File: src/design/ostt_pkg.sv
// Shared types and codes for the one-shot timer table.
package ostt_pkg;

    typedef enum logic [1:0] {
        ST_IDLE,
        ST_SCAN,
        ST_FINISH
    } ostt_state_t;

    // Operation codes carried in the input item.
    localparam logic [1:0] OP_SCHEDULE = 2'd0;
    localparam logic [1:0] OP_CANCEL   = 2'd1;
    localparam logic [1:0] OP_QUERY    = 2'd2;
    localparam logic [1:0] OP_REPORT   = 2'd3;

    // Result kinds.
    localparam logic [2:0] KIND_FIRE      = 3'd0;
    localparam logic [2:0] KIND_SCHEDULED = 3'd1;
    localparam logic [2:0] KIND_FULL      = 3'd2;
    localparam logic [2:0] KIND_CANCELLED = 3'd3;
    localparam logic [2:0] KIND_NOT_FOUND = 3'd4;
    localparam logic [2:0] KIND_COUNTS    = 3'd5;
    localparam logic [2:0] KIND_OUTCOME   = 3'd6;

    // Per-slot task status codes.
    localparam logic [2:0] TS_PENDING   = 3'd0;
    localparam logic [2:0] TS_RUNNING   = 3'd1;
    localparam logic [2:0] TS_DONE      = 3'd2;
    localparam logic [2:0] TS_FAILED    = 3'd3;
    localparam logic [2:0] TS_CANCELLED = 3'd4;

    localparam int IN_DATA_W  = 120;
    localparam int OUT_DATA_W = 136;

endpackage

File: src/design/one_shot_timer_table_top.sv
// One-shot timer table: slot memories, per-item scan sequencer and result register.
//
// A table of up to TASK_SLOTS one-shot timers held in synchronous memories (deadline,
// status, key and target). Each input item carries the current time. The block first walks
// every used slot, one slot read per cycle from the memories unless a due slot is waiting
// for the result register, firing each pending task whose deadline has arrived (one fire
// item per task, in slot order); in the same walk it finds the first pending key match for
// a cancel, counts pending tasks for a query and settles a reported outcome. It then gives
// the operation's own result item, marked by tlast, and for a schedule appends the new
// task to the next free slot. The walk reads the slots one at a time through the single
// read port of the slot memories; a stalled result channel holds the walk or the result.
// Only one item is in work at a time and s_axis_tready is high while the block is waiting
// for the next one. The limit register may be written at any idle moment through cfg_we
// and cfg_wdata.
module one_shot_timer_table_top #(
    parameter int TASK_SLOTS = 32
) (
    input  logic        aclk,
    input  logic        aresetn,
    // Configuration: task limit.
    input  logic        cfg_we,
    input  logic [5:0]  cfg_wdata,
    // Input items.
    input  logic        s_axis_tvalid,
    output logic        s_axis_tready,
    // tdata from bit 0 up: now_time[31:0], task_key[63:32], target_handle[79:64],
    // time_value[111:80], time_is_absolute[112], report_slot[117:113], report_ok[118],
    // zero pad[119].
    input  logic [ostt_pkg::IN_DATA_W-1:0] s_axis_tdata,
    // tuser: opcode[1:0].
    input  logic [1:0]  s_axis_tuser,
    // Result items.
    output logic        m_axis_tvalid,
    input  logic        m_axis_tready,
    // tdata from bit 0 up: task_id[5:0], fire_target[21:6], fire_key[53:22],
    // eta_seconds[85:54], pending_count[91:86], finished_count[97:92],
    // executed_count[129:98], zero pad[135:130].
    output logic [ostt_pkg::OUT_DATA_W-1:0] m_axis_tdata,
    // tuser: kind[2:0].
    output logic [2:0]  m_axis_tuser,
    output logic        m_axis_tlast
);

    // Slot index width and count width (count can hold TASK_SLOTS itself).
    localparam int IW = (TASK_SLOTS > 1) ? $clog2(TASK_SLOTS) : 1;
    localparam int CW = $clog2(TASK_SLOTS + 1);
    localparam logic [CW-1:0] SLOTS_C = CW'(TASK_SLOTS);

    // Slot memories, one read and one write port each, read data registered.
    logic [31:0] deadline_mem [TASK_SLOTS];
    logic [2:0]  status_mem   [TASK_SLOTS];
    logic [31:0] key_mem      [TASK_SLOTS];
    logic [15:0] target_mem   [TASK_SLOTS];

    logic [31:0] rd_deadline_reg;
    logic [2:0]  rd_status_reg;
    logic [31:0] rd_key_reg;
    logic [15:0] rd_target_reg;

    logic [IW-1:0] raddr;
    logic          st_we;
    logic [IW-1:0] st_waddr;
    logic [2:0]    st_wdata;
    logic          ent_we;

    ostt_pkg::ostt_state_t state_reg, state_next;

    // Item held while in work.
    logic [1:0]  op_reg, op_next;
    logic [31:0] now_reg, now_next;
    logic [31:0] key_reg, key_next;
    logic [15:0] tgt_reg, tgt_next;
    logic [31:0] dl_reg, dl_next;
    logic [4:0]  rslot_reg, rslot_next;
    logic        ok_reg, ok_next;

    // Table control state.
    logic [CW-1:0] used_reg, used_next;
    logic [31:0]   fired_reg, fired_next;
    logic [5:0]    limit_reg, limit_next;

    // Scan sequencer.
    logic [CW-1:0] issue_reg, issue_next;
    logic          eval_valid_reg, eval_valid_next;
    logic [IW-1:0] eval_idx_reg, eval_idx_next;
    logic [CW-1:0] pend_reg, pend_next;
    logic          cfound_reg, cfound_next;
    logic [IW-1:0] cidx_reg, cidx_next;
    logic          rhit_reg, rhit_next;

    // Result register.
    logic        out_valid_reg, out_valid_next;
    logic [2:0]  out_kind_reg, out_kind_next;
    logic [5:0]  out_id_reg, out_id_next;
    logic [15:0] out_tgt_reg, out_tgt_next;
    logic [31:0] out_key_reg, out_key_next;
    logic [31:0] out_eta_reg, out_eta_next;
    logic [5:0]  out_pend_reg, out_pend_next;
    logic [5:0]  out_fin_reg, out_fin_next;
    logic [31:0] out_exec_reg, out_exec_next;
    logic        out_last_reg, out_last_next;

    // Input field views.
    logic [31:0] in_now, in_key, in_tval;
    logic [15:0] in_tgt;
    logic        in_abs, in_ok;
    logic [4:0]  in_rslot;
    logic [32:0] rel_sum;
    logic [31:0] in_deadline;

    assign in_now   = s_axis_tdata[31:0];
    assign in_key   = s_axis_tdata[63:32];
    assign in_tgt   = s_axis_tdata[79:64];
    assign in_tval  = s_axis_tdata[111:80];
    assign in_abs   = s_axis_tdata[112];
    assign in_rslot = s_axis_tdata[117:113];
    assign in_ok    = s_axis_tdata[118];

    // A relative deadline saturates at the top of the time range.
    assign rel_sum     = {1'b0, in_now} + {1'b0, in_tval};
    assign in_deadline = in_abs ? in_tval : (rel_sum[32] ? 32'hFFFF_FFFF : rel_sum[31:0]);

    // Evaluation of the slot whose memory words are in the read registers.
    logic       ev_pending, ev_due, ev_post_pending, ev_cancel, ev_report;
    logic [2:0] ev_post_status, ev_final;

    assign ev_pending      = (rd_status_reg == ostt_pkg::TS_PENDING);
    assign ev_due          = ev_pending && (now_reg >= rd_deadline_reg);
    assign ev_post_pending = ev_pending && !ev_due;
    assign ev_cancel       = (op_reg == ostt_pkg::OP_CANCEL) && !cfound_reg
                             && ev_post_pending && (rd_key_reg == key_reg);
    assign ev_post_status  = ev_due ? ostt_pkg::TS_RUNNING
                           : (ev_cancel ? ostt_pkg::TS_CANCELLED : rd_status_reg);
    assign ev_report       = (op_reg == ostt_pkg::OP_REPORT)
                             && (rslot_reg == 5'(eval_idx_reg))
                             && (ev_post_status == ostt_pkg::TS_RUNNING);
    assign ev_final        = ev_report ? (ok_reg ? ostt_pkg::TS_DONE : ostt_pkg::TS_FAILED)
                           : ev_post_status;

    logic out_free;
    logic stall;
    logic sched_full;

    assign out_free   = !out_valid_reg || m_axis_tready;
    // A due slot must wait until the result register can take its fire item.
    assign stall      = eval_valid_reg && ev_due && !out_free;
    assign sched_full = (6'(used_reg) >= limit_reg) || (used_reg >= SLOTS_C);

    always_comb begin
        state_next      = state_reg;
        op_next         = op_reg;
        now_next        = now_reg;
        key_next        = key_reg;
        tgt_next        = tgt_reg;
        dl_next         = dl_reg;
        rslot_next      = rslot_reg;
        ok_next         = ok_reg;
        used_next       = used_reg;
        fired_next      = fired_reg;
        limit_next      = cfg_we ? cfg_wdata : limit_reg;
        issue_next      = issue_reg;
        eval_valid_next = eval_valid_reg;
        eval_idx_next   = eval_idx_reg;
        pend_next       = pend_reg;
        cfound_next     = cfound_reg;
        cidx_next       = cidx_reg;
        rhit_next       = rhit_reg;

        out_valid_next  = out_valid_reg && !m_axis_tready;
        out_kind_next   = out_kind_reg;
        out_id_next     = out_id_reg;
        out_tgt_next    = out_tgt_reg;
        out_key_next    = out_key_reg;
        out_eta_next    = out_eta_reg;
        out_pend_next   = out_pend_reg;
        out_fin_next    = out_fin_reg;
        out_exec_next   = out_exec_reg;
        out_last_next   = out_last_reg;

        raddr           = issue_reg[IW-1:0];
        st_we           = 1'b0;
        st_waddr        = eval_idx_reg;
        st_wdata        = ev_final;
        ent_we          = 1'b0;
        s_axis_tready   = 1'b0;

        unique case (state_reg)
            ostt_pkg::ST_IDLE: begin
                s_axis_tready = 1'b1;
                if (s_axis_tvalid) begin
                    op_next         = s_axis_tuser;
                    now_next        = in_now;
                    key_next        = in_key;
                    tgt_next        = in_tgt;
                    dl_next         = in_deadline;
                    rslot_next      = in_rslot;
                    ok_next         = in_ok;
                    issue_next      = '0;
                    eval_valid_next = 1'b0;
                    pend_next       = '0;
                    cfound_next     = 1'b0;
                    rhit_next       = 1'b0;
                    state_next      = (used_reg != '0) ? ostt_pkg::ST_SCAN
                                                       : ostt_pkg::ST_FINISH;
                end
            end

            ostt_pkg::ST_SCAN: begin
                if (stall) begin
                    // Re-read the waiting slot so its words stay in the read registers.
                    raddr = eval_idx_reg;
                end else begin
                    if (issue_reg < used_reg) begin
                        raddr           = issue_reg[IW-1:0];
                        issue_next      = issue_reg + 1'b1;
                        eval_valid_next = 1'b1;
                        eval_idx_next   = issue_reg[IW-1:0];
                    end else begin
                        eval_valid_next = 1'b0;
                        if (!eval_valid_reg) begin
                            state_next = ostt_pkg::ST_FINISH;
                        end
                    end

                    if (eval_valid_reg) begin
                        st_we = (ev_final != rd_status_reg);
                        if (ev_post_pending && !ev_cancel) begin
                            pend_next = pend_reg + 1'b1;
                        end
                        if (ev_cancel) begin
                            cfound_next = 1'b1;
                            cidx_next   = eval_idx_reg;
                        end
                        if (ev_report) begin
                            rhit_next = 1'b1;
                        end
                        if (ev_due) begin
                            if (fired_reg != 32'hFFFF_FFFF) begin
                                fired_next = fired_reg + 32'd1;
                            end
                            out_valid_next = 1'b1;
                            out_kind_next  = ostt_pkg::KIND_FIRE;
                            out_id_next    = 6'(eval_idx_reg) + 6'd1;
                            out_tgt_next   = rd_target_reg;
                            out_key_next   = rd_key_reg;
                            out_eta_next   = '0;
                            out_pend_next  = '0;
                            out_fin_next   = '0;
                            out_exec_next  = '0;
                            out_last_next  = 1'b0;
                        end
                    end
                end
            end

            ostt_pkg::ST_FINISH: begin
                if (out_free) begin
                    out_valid_next = 1'b1;
                    out_kind_next  = ostt_pkg::KIND_OUTCOME;
                    out_id_next    = '0;
                    out_tgt_next   = '0;
                    out_key_next   = '0;
                    out_eta_next   = '0;
                    out_pend_next  = '0;
                    out_fin_next   = '0;
                    out_exec_next  = '0;
                    out_last_next  = 1'b1;
                    state_next     = ostt_pkg::ST_IDLE;
                    unique case (op_reg)
                        ostt_pkg::OP_SCHEDULE: begin
                            if (sched_full) begin
                                out_kind_next = ostt_pkg::KIND_FULL;
                            end else begin
                                ent_we        = 1'b1;
                                st_we         = 1'b1;
                                st_waddr      = used_reg[IW-1:0];
                                st_wdata      = ostt_pkg::TS_PENDING;
                                used_next     = used_reg + 1'b1;
                                out_kind_next = ostt_pkg::KIND_SCHEDULED;
                                out_id_next   = 6'(used_reg) + 6'd1;
                                out_eta_next  = (dl_reg > now_reg) ? (dl_reg - now_reg)
                                                                   : 32'd0;
                            end
                        end
                        ostt_pkg::OP_CANCEL: begin
                            if (cfound_reg) begin
                                out_kind_next = ostt_pkg::KIND_CANCELLED;
                                out_id_next   = 6'(cidx_reg) + 6'd1;
                                out_key_next  = key_reg;
                            end else begin
                                out_kind_next = ostt_pkg::KIND_NOT_FOUND;
                            end
                        end
                        ostt_pkg::OP_QUERY: begin
                            out_kind_next = ostt_pkg::KIND_COUNTS;
                            out_pend_next = 6'(pend_reg);
                            out_fin_next  = 6'(used_reg - pend_reg);
                            out_exec_next = fired_reg;
                        end
                        ostt_pkg::OP_REPORT: begin
                            if (rhit_reg) begin
                                out_id_next = 6'(rslot_reg) + 6'd1;
                            end
                        end
                        default: begin
                            out_kind_next = ostt_pkg::KIND_OUTCOME;
                        end
                    endcase
                end
            end

            default: begin
                state_next = ostt_pkg::ST_IDLE;
            end
        endcase
    end

    // Memory ports.
    always_ff @(posedge aclk) begin
        if (st_we) begin
            status_mem[st_waddr] <= st_wdata;
        end
        if (ent_we) begin
            deadline_mem[used_reg[IW-1:0]] <= dl_reg;
            key_mem[used_reg[IW-1:0]]      <= key_reg;
            target_mem[used_reg[IW-1:0]]   <= tgt_reg;
        end
        rd_deadline_reg <= deadline_mem[raddr];
        rd_status_reg   <= status_mem[raddr];
        rd_key_reg      <= key_mem[raddr];
        rd_target_reg   <= target_mem[raddr];
    end

    // Control registers.
    always_ff @(posedge aclk) begin
        if (!aresetn) begin
            state_reg      <= ostt_pkg::ST_IDLE;
            used_reg       <= '0;
            fired_reg      <= '0;
            limit_reg      <= 6'd32;
            issue_reg      <= '0;
            eval_valid_reg <= 1'b0;
            pend_reg       <= '0;
            cfound_reg     <= 1'b0;
            rhit_reg       <= 1'b0;
            out_valid_reg  <= 1'b0;
        end else begin
            state_reg      <= state_next;
            used_reg       <= used_next;
            fired_reg      <= fired_next;
            limit_reg      <= limit_next;
            issue_reg      <= issue_next;
            eval_valid_reg <= eval_valid_next;
            pend_reg       <= pend_next;
            cfound_reg     <= cfound_next;
            rhit_reg       <= rhit_next;
            out_valid_reg  <= out_valid_next;
        end
    end

    // Payload registers.
    always_ff @(posedge aclk) begin
        op_reg        <= op_next;
        now_reg       <= now_next;
        key_reg       <= key_next;
        tgt_reg       <= tgt_next;
        dl_reg        <= dl_next;
        rslot_reg     <= rslot_next;
        ok_reg        <= ok_next;
        eval_idx_reg  <= eval_idx_next;
        cidx_reg      <= cidx_next;
        out_kind_reg  <= out_kind_next;
        out_id_reg    <= out_id_next;
        out_tgt_reg   <= out_tgt_next;
        out_key_reg   <= out_key_next;
        out_eta_reg   <= out_eta_next;
        out_pend_reg  <= out_pend_next;
        out_fin_reg   <= out_fin_next;
        out_exec_reg  <= out_exec_next;
        out_last_reg  <= out_last_next;
    end

    assign m_axis_tvalid = out_valid_reg;
    assign m_axis_tuser  = out_kind_reg;
    assign m_axis_tlast  = out_last_reg;
    assign m_axis_tdata  = {6'd0, out_exec_reg, out_fin_reg, out_pend_reg, out_eta_reg,
                            out_key_reg, out_tgt_reg, out_id_reg};

endmodule
File: config.mk
export PLATFORM = sky130hd
export DESIGN_NAME = one_shot_timer_table_top
export DESIGN_NICKNAME = d
export VERILOG_FILES = /design/src/design/ostt_pkg.sv /design/src/design/one_shot_timer_table_top.sv
export SDC_FILE = /design/constraint.sdc
export NUM_CORES = 2
export LEC_CHECK = 0
export ABC_AREA = 1
export ABC_CLOCK_PERIOD_IN_PS = 11850
export BUFFER_PORTS_ARGS = -buffer_cell sky130_fd_sc_hd__buf_2
export CAP_MARGIN = 20
export CELL_PAD_IN_SITES_DETAIL_PLACEMENT = 0
export CELL_PAD_IN_SITES_GLOBAL_PLACEMENT = 2
export CORE_ASPECT_RATIO = 1.75
export CORE_UTILIZATION = 43
export CTS_CLUSTER_DIAMETER = 80
export CTS_CLUSTER_SIZE = 12
export DETAILED_ROUTE_END_ITERATION = 8
export PLACE_DENSITY = 0.81
export SLEW_MARGIN = 20
export SYNTH_ARGS = -nofsm -noshare
export SYNTH_HDL_FRONTEND = slang
export SYNTH_SLANG_ARGS = --single-unit
File: constraint.sdc
create_clock -name aclk -period 11.85 [get_ports aclk]
set_input_delay 1.185 -clock aclk [delete_from_list [all_inputs] [get_ports aclk]]
set_output_delay 1.185 -clock aclk [all_outputs]
set_load 0.01 [all_outputs]
=== Word-level counts from Yosys, hierarchy flattened ===
Memories as Yosys holds them, arrays and structs flattened. A register that Yosys moved wholly into a read port is not among the register bits.
Cells that the tools add are included.

* Flip-flop bits (word level): 326
* Memory bits (writable): 2,656
* Input bits: 133
* Output and inout bits: 142
* Word-level logic and storage cells: 221
* Memories: 4

{| class="wikitable"
|+ Memories
! memory !! words !! bits a word !! rd ports !! clocked after memory_dff !! write ports !! RTL line !! text
|-
| deadline_mem || 32 || 32 || 1 || 1 || 1 || one_shot_timer_table_top.sv:50 || <nowiki>logic [31:0] deadline_mem [TASK_SLOTS];</nowiki>
|-
| key_mem || 32 || 32 || 1 || 1 || 1 || one_shot_timer_table_top.sv:52 || <nowiki>logic [31:0] key_mem [TASK_SLOTS];</nowiki>
|-
| target_mem || 32 || 16 || 1 || 1 || 1 || one_shot_timer_table_top.sv:53 || <nowiki>logic [15:0] target_mem [TASK_SLOTS];</nowiki>
|-
| status_mem || 32 || 3 || 1 || 1 || 1 || one_shot_timer_table_top.sv:51 || <nowiki>logic [2:0] status_mem [TASK_SLOTS];</nowiki>
|}

* Add/sub/neg operators: 10
* Order comparisons: 5
* Equality and inequality tests: 21
* Mux-type cells: 114
* Bitwise operators: 2
* Reductions and logical operators: 37

{| class="wikitable"
|+ Operators with widths
! cell !! number
|-
| $mux 32 || 17
|-
| $pmux 32 s2 || 3
|-
| $mux 6 || 20
|-
| $mux 16 || 4
|-
| $pmux 6 s2 || 5
|-
| $mux 3 || 12
|-
| $add 32x32->33 || 1
|-
| $add 32x1->32 const B || 1
|-
| $eq 32x32->1 || 1
|-
| $ge 32x32->1 || 1
|-
| $gt 32x32->1 || 1
|-
| $ne 32x32->1 const B || 1
|-
| $pmux 16 s2 || 1
|-
| $sub 32x32->32 || 1
|-
| $mux 5 || 6
|-
| $reduce_and 5->1 || 6
|-
| $mux 1 || 29
|-
| $ne 2x2->1 const B || 11
|-
| $add 5x1->6 const B || 3
|-
| $add 6x1->6 const B || 3
|-
| $pmux 6 s3 || 1
|-
| $mux 2 || 7
|-
| $pmux 1 s2 || 6
|-
| $reduce_and 4->1 || 3
|-
| 22 further kinds || 45
|}

=== Depth between registers and ports, before layout ===
* Depth in word-level cells: 17
* Gate-level depth with buffers: 27

=== Worst setup path after synthesis ===
OpenSTA, ideal clock, no wires.

* Kind: register to register
* From: register now_reg[1]
* To: register out_last_reg, in the netlist m_axis_tlast (enable)
* Library setup time: 0.671 ns
* Arrival time: 7.984 ns
* Slack: 3.195 ns
* Stages on the path, launching flop included: 16
* Buffers on the path: 0
* Period minus slack after synthesis: 8.655 ns
* Path through: edfxtp_1 > ha_1 > nand2_1 > nand2_1 > nand2_1 > nand2_1 > nand2_1 > nand2_1 > nand2_1 > nand2_1 > nand2_1 > nand2_2 > nand2_1 > nor2_1 > nand2_1 > a21oi_1

* Word-level cells in the longest chain between the ends: 6
* Elaborated cells between the ends (all ways): 7
* Classes of those cells: 1 x order compare; 2 x eq/ne; 4 x reduce/logical

{| class="wikitable"
|+ Ends and longest elaborated chain
! element !! RTL line !! text
|-
| from (decl) || one_shot_timer_table_top.sv:70 || <nowiki>logic [31:0] now_reg, now_next;</nowiki>
|-
| from (signal assigned) || one_shot_timer_table_top.sv:364 || <nowiki>now_reg <= now_next;</nowiki>
|-
| $ge 32x32->1 (*) || one_shot_timer_table_top.sv:128 || <nowiki>assign ev_due = ev_pending && (now_reg >= rd_deadline_reg);</nowiki>
|-
| $logic_and 1x1->1 (*) || one_shot_timer_table_top.sv:128 ||
|-
| $logic_and 1x1->1 (2 in a row) || one_shot_timer_table_top.sv:146 || <nowiki>assign stall = eval_valid_reg && ev_due && !out_free;</nowiki>
|-
| $ne 2x2->1 (no line) || n/a ||
|-
| $reduce_and 5->1 (no line) (*) || n/a ||
|-
| to (signal assigned) || one_shot_timer_table_top.sv:380 || <nowiki>out_last_reg <= out_last_next;</nowiki>
|-
| to (decl) || one_shot_timer_table_top.sv:101 || <nowiki>logic out_last_reg, out_last_next;</nowiki>
|}

Every way passes the cells marked *; elsewhere a longest branch is shown, timed or not.
A chain may end at the register's enable or synchronous reset.

=== Worst setup path in the final report ===
* From: register used_reg[1]
* To: memory target_mem[27][3] (enable)

* Word-level cells in the longest chain between the ends: 8
* Elaborated cells between the ends (all ways): 9
* Classes of those cells: 2 x order compare; 6 x mux; 1 x reduce/logical

{| class="wikitable"
|+ Ends and longest elaborated chain
! element !! RTL line !! text
|-
| from (decl) || one_shot_timer_table_top.sv:78 || <nowiki>logic [CW-1:0] used_reg, used_next;</nowiki>
|-
| from (signal assigned) || one_shot_timer_table_top.sv:349 || <nowiki>used_reg <= used_next;</nowiki>
|-
| $ge 6x6->1 || one_shot_timer_table_top.sv:147 || <nowiki>assign sched_full = (6'(used_reg) >= limit_reg) || (used_reg >= SLOTS_C);</nowiki>
|-
| $logic_or 1x1->1 || one_shot_timer_table_top.sv:147 ||
|-
| $mux 1 || one_shot_timer_table_top.sv:271 || <nowiki>if (sched_full) begin</nowiki>
|-
| $mux 1 || one_shot_timer_table_top.sv:269 || <nowiki>unique case (op_reg)</nowiki>
|-
| $mux 1 || one_shot_timer_table_top.sv:257 || <nowiki>if (out_free) begin</nowiki>
|-
| $mux 1 || one_shot_timer_table_top.sv:187 || <nowiki>unique case (state_reg)</nowiki>
|-
| $mux 1 || one_shot_timer_table_top.sv:323 || <nowiki>if (ent_we) begin</nowiki>
|-
| $mux 1 (implied by the code) || one_shot_timer_table_top.sv:326 || <nowiki>target_mem[used_reg[IW-1:0]] <= tgt_reg;</nowiki>
|-
| to (decl) || one_shot_timer_table_top.sv:53 ||
|}

Parallel ways exist; a longest one is shown, timed or not.

==> metrics.yaml <==
synth:
  synth_top_area_frac: 0.687
  synthFlopType: "edfxtp_1"
  ys_warn_count: 0
  synth.area.top_cells: "edfxtp_1 (69%), nand3_1 (11%), nand2_1 (7.9%)"
  synthMuxAreaShare: 0
  ys_ff_latch: 3065
  synth_xor_area_frac: 0.00508
  synth-seq-area-share: 0.710
  synth_cell_type_count: 58
  async_flop_share: 0
  yosysTopAreaCell: "edfxtp_1"
  synth_commonest_cells: "nand3_1 (2930), edfxtp_1 (2920), nand2_1 (2676)"
  synth_compound_area_frac: 0.0185
  syn_area_per_cell_um2: 11.5
  synth_edf_count: 2920
  syn-cell-area_um2: 128000
  yosys.area_share.simple: 0.211
  synth_top_family_by_area: "simple AND/OR/NAND/NOR gates"
  syn_inst: 11000
  synth.most_common_cell: "nand3_1"
  synth_adder_area_share: 0.0127
timing:
  min_period_over_period: 0.581
  finalSetupViolCount: 0
  rsz0062_at_grt: "false"
  hold_viol: 0
  worst_clock_skew_ns: 0.0648
  slew_headroom: 0.170
  tightest_slew_ns: 1.24
  slew_viol_final: 0
  fmax_mhz: 145
  finalSetupTns_ns: 0
  holdWs_ns: 0.447
  min_period_ns: 6.89
critical_path:
  worstPathBufferInverterCount: 5
  critPathSlowestCell: "buf_4"
  worstSetupStartpointType: "flop"
  cp_data_required_time_ns: 12.35
  worstPathCellList: "ha_1, inv_1, nor2_1, or2_2, a211oi_1, nand3_1, inv_1, nand2_1, inv_1, nand2_1, nor2_4, buf_4, buf_4"
  cp_top_family: "buffers and inverters"
  endpoint_kind: "flop"
  critPathMaxStageDelay_ns: 0.93
  cpMostUsedCell: "inv_1"
  cp_max_fo: 43
  crit_arrival_ns: 7.39
  critPathKind: "reg2reg"
job:
  max_cap_viol_count: 0
placed_design:
  place_inst: 14700
  port_buffers: 267
  detailed_place_hpwl_um: 198000
  globalplace.congestion: 0.862
floorplanning:
  std_cell_rows: 264
  start_util: 0.432
  io_pins: 275
  fp.dieH_um: 723
  dieArea_um2: 299000
  die_w_um: 414
  design.core.area_um2: 295000
power_and_ir_drop:
  p_int_mw: 20.1
  powerDensity_nw_per_um2: 216
  clockPowerShare: 0.286
  ir_drop_v: 0.000222
  combPwrFrac: 0.273
  power_switching_mw: 10.5
  swShare: 0.343
  power_leakage_nw: 51.3
  total_power_mw: 30.6
  pwr-share-seq: 0.441
clocking:
  cts_sinks: 3065
  cts_tree: "yes"
  ctsLongestPathBuffers: 4
  cts_setup_buffers: 0
  ctsResizeCount: 0
  cts.clk_slew.worst_paths_ns: 0.06
  hold_buffers: 0
  cts-root-buf: "clkbuf_16"
  cts_max_level: 5
  cts_buffers: 298
  insertion_delay_ns: 0.92
global_routing:
  grt_pass1_wl_um: 570000
  grt_max_degree: 198
  grt_overflow: 0
  grt_pass1_vias: 85600
  antenna_found_initial: 7
  grt_use_total: 0.260
drt:
  first_pass_iters: 8
  vias: 87400
  wl_per_cell_um: 26.0
  routed_wl_um: 396000
  drt_iter0_markers: 8376
  vias_per_cell: 5.74
  drc: 0
  ant_nets: 0
layout:
  drive_above_1_share: 0.0767
  final_util: 0.479
  stdcell_count: 15200
  final_nets: 11400
  syn2layout_area_growth_pct: 10.9
run_status:
  status: "finished clean"
min_path:
  holdCritPathClass: "in2reg"
-- metal layers --
layer / up-vias / track usage / wire length [um]
met5: - / 0 / 13
met4: 2 / 0.104 / 16600
met3: 786 / 0.0301 / 25500
met2: 3511 / 0.464 / 203000
met1: 44000 / 0.318 / 151000
li1: 39100 / - / -
-- kinds of logic (layout without fill, tap and decap cells) --
group           Yosys count  count (layout)
fa+ha+maj               128             128
other cells               1              10
simple gates           6063            6063
flops                  3065            3065
buf+inv                1304            1603
xor+xnor                 74              74
compound gates          413             413
-- power by group through the flow --
stage	Clock, mW	Combinational (mW)	Sequential (mW)
3_3_place_gp	0	8.14	13.8
6_report	8.75	8.38	13.5
4_1_cts	8.91	8.29	13.6
3_5_place_dp	0	8.26	13.8
2_1_floorplan	0	5.48	13.8
5_1_grt	9.27	9.26	13.6
-- per-stage QoR --
stage	instance area [um2]	worst slack, ns
6_report	142000	4.96
5_1_grt	142000	4.84
4_1_cts	141000	5.16
3_5_place_dp	133000	5.24
3_3_place_gp	133000	5.28
2_1_floorplan	128000	3.20
-- final cells by class --
type / instances / area (um2)
antenna: 4 / 10.0
clock buffer: 465 / 8190
clock inverter: 17 / 214
fill: 26200 / 154000
inverter: 647 / 2460
multi-input combinational: 6684 / 31900
sequential: 3065 / 90600
tap: 3857 / 4830
timing repair buffer: 474 / 3320
-- final timing paths --
check	depth (start not counted)	end	slack, ns	start
worst max-delay path	13	target_mem[27][3]	4.96	used_reg[1]
worst min-delay path	1	key_reg[28]	0.45	s_axis_tdata[60]
worst max register to register	13	target_mem[27][3]	4.96	used_reg[1]
worst min register to register	2	limit_reg[3]	0.48	limit_reg[3]
-- cells in the final DEF, fill, tap and decap left out, drive strengths merged, types with 22 or more instances in the layout --
master,n
nand4,22
nor2,295
o21ai,134
edfxtp,2920
dfxtp,145
nand3b,52
inv,658
xor2,39
clkbuf,465
nand2,2680
nand3,2932
xnor2,35
nor3,51
a31oi,32
buf,474
a21oi,165
ha,125
(Power assumes the default switching activity.)
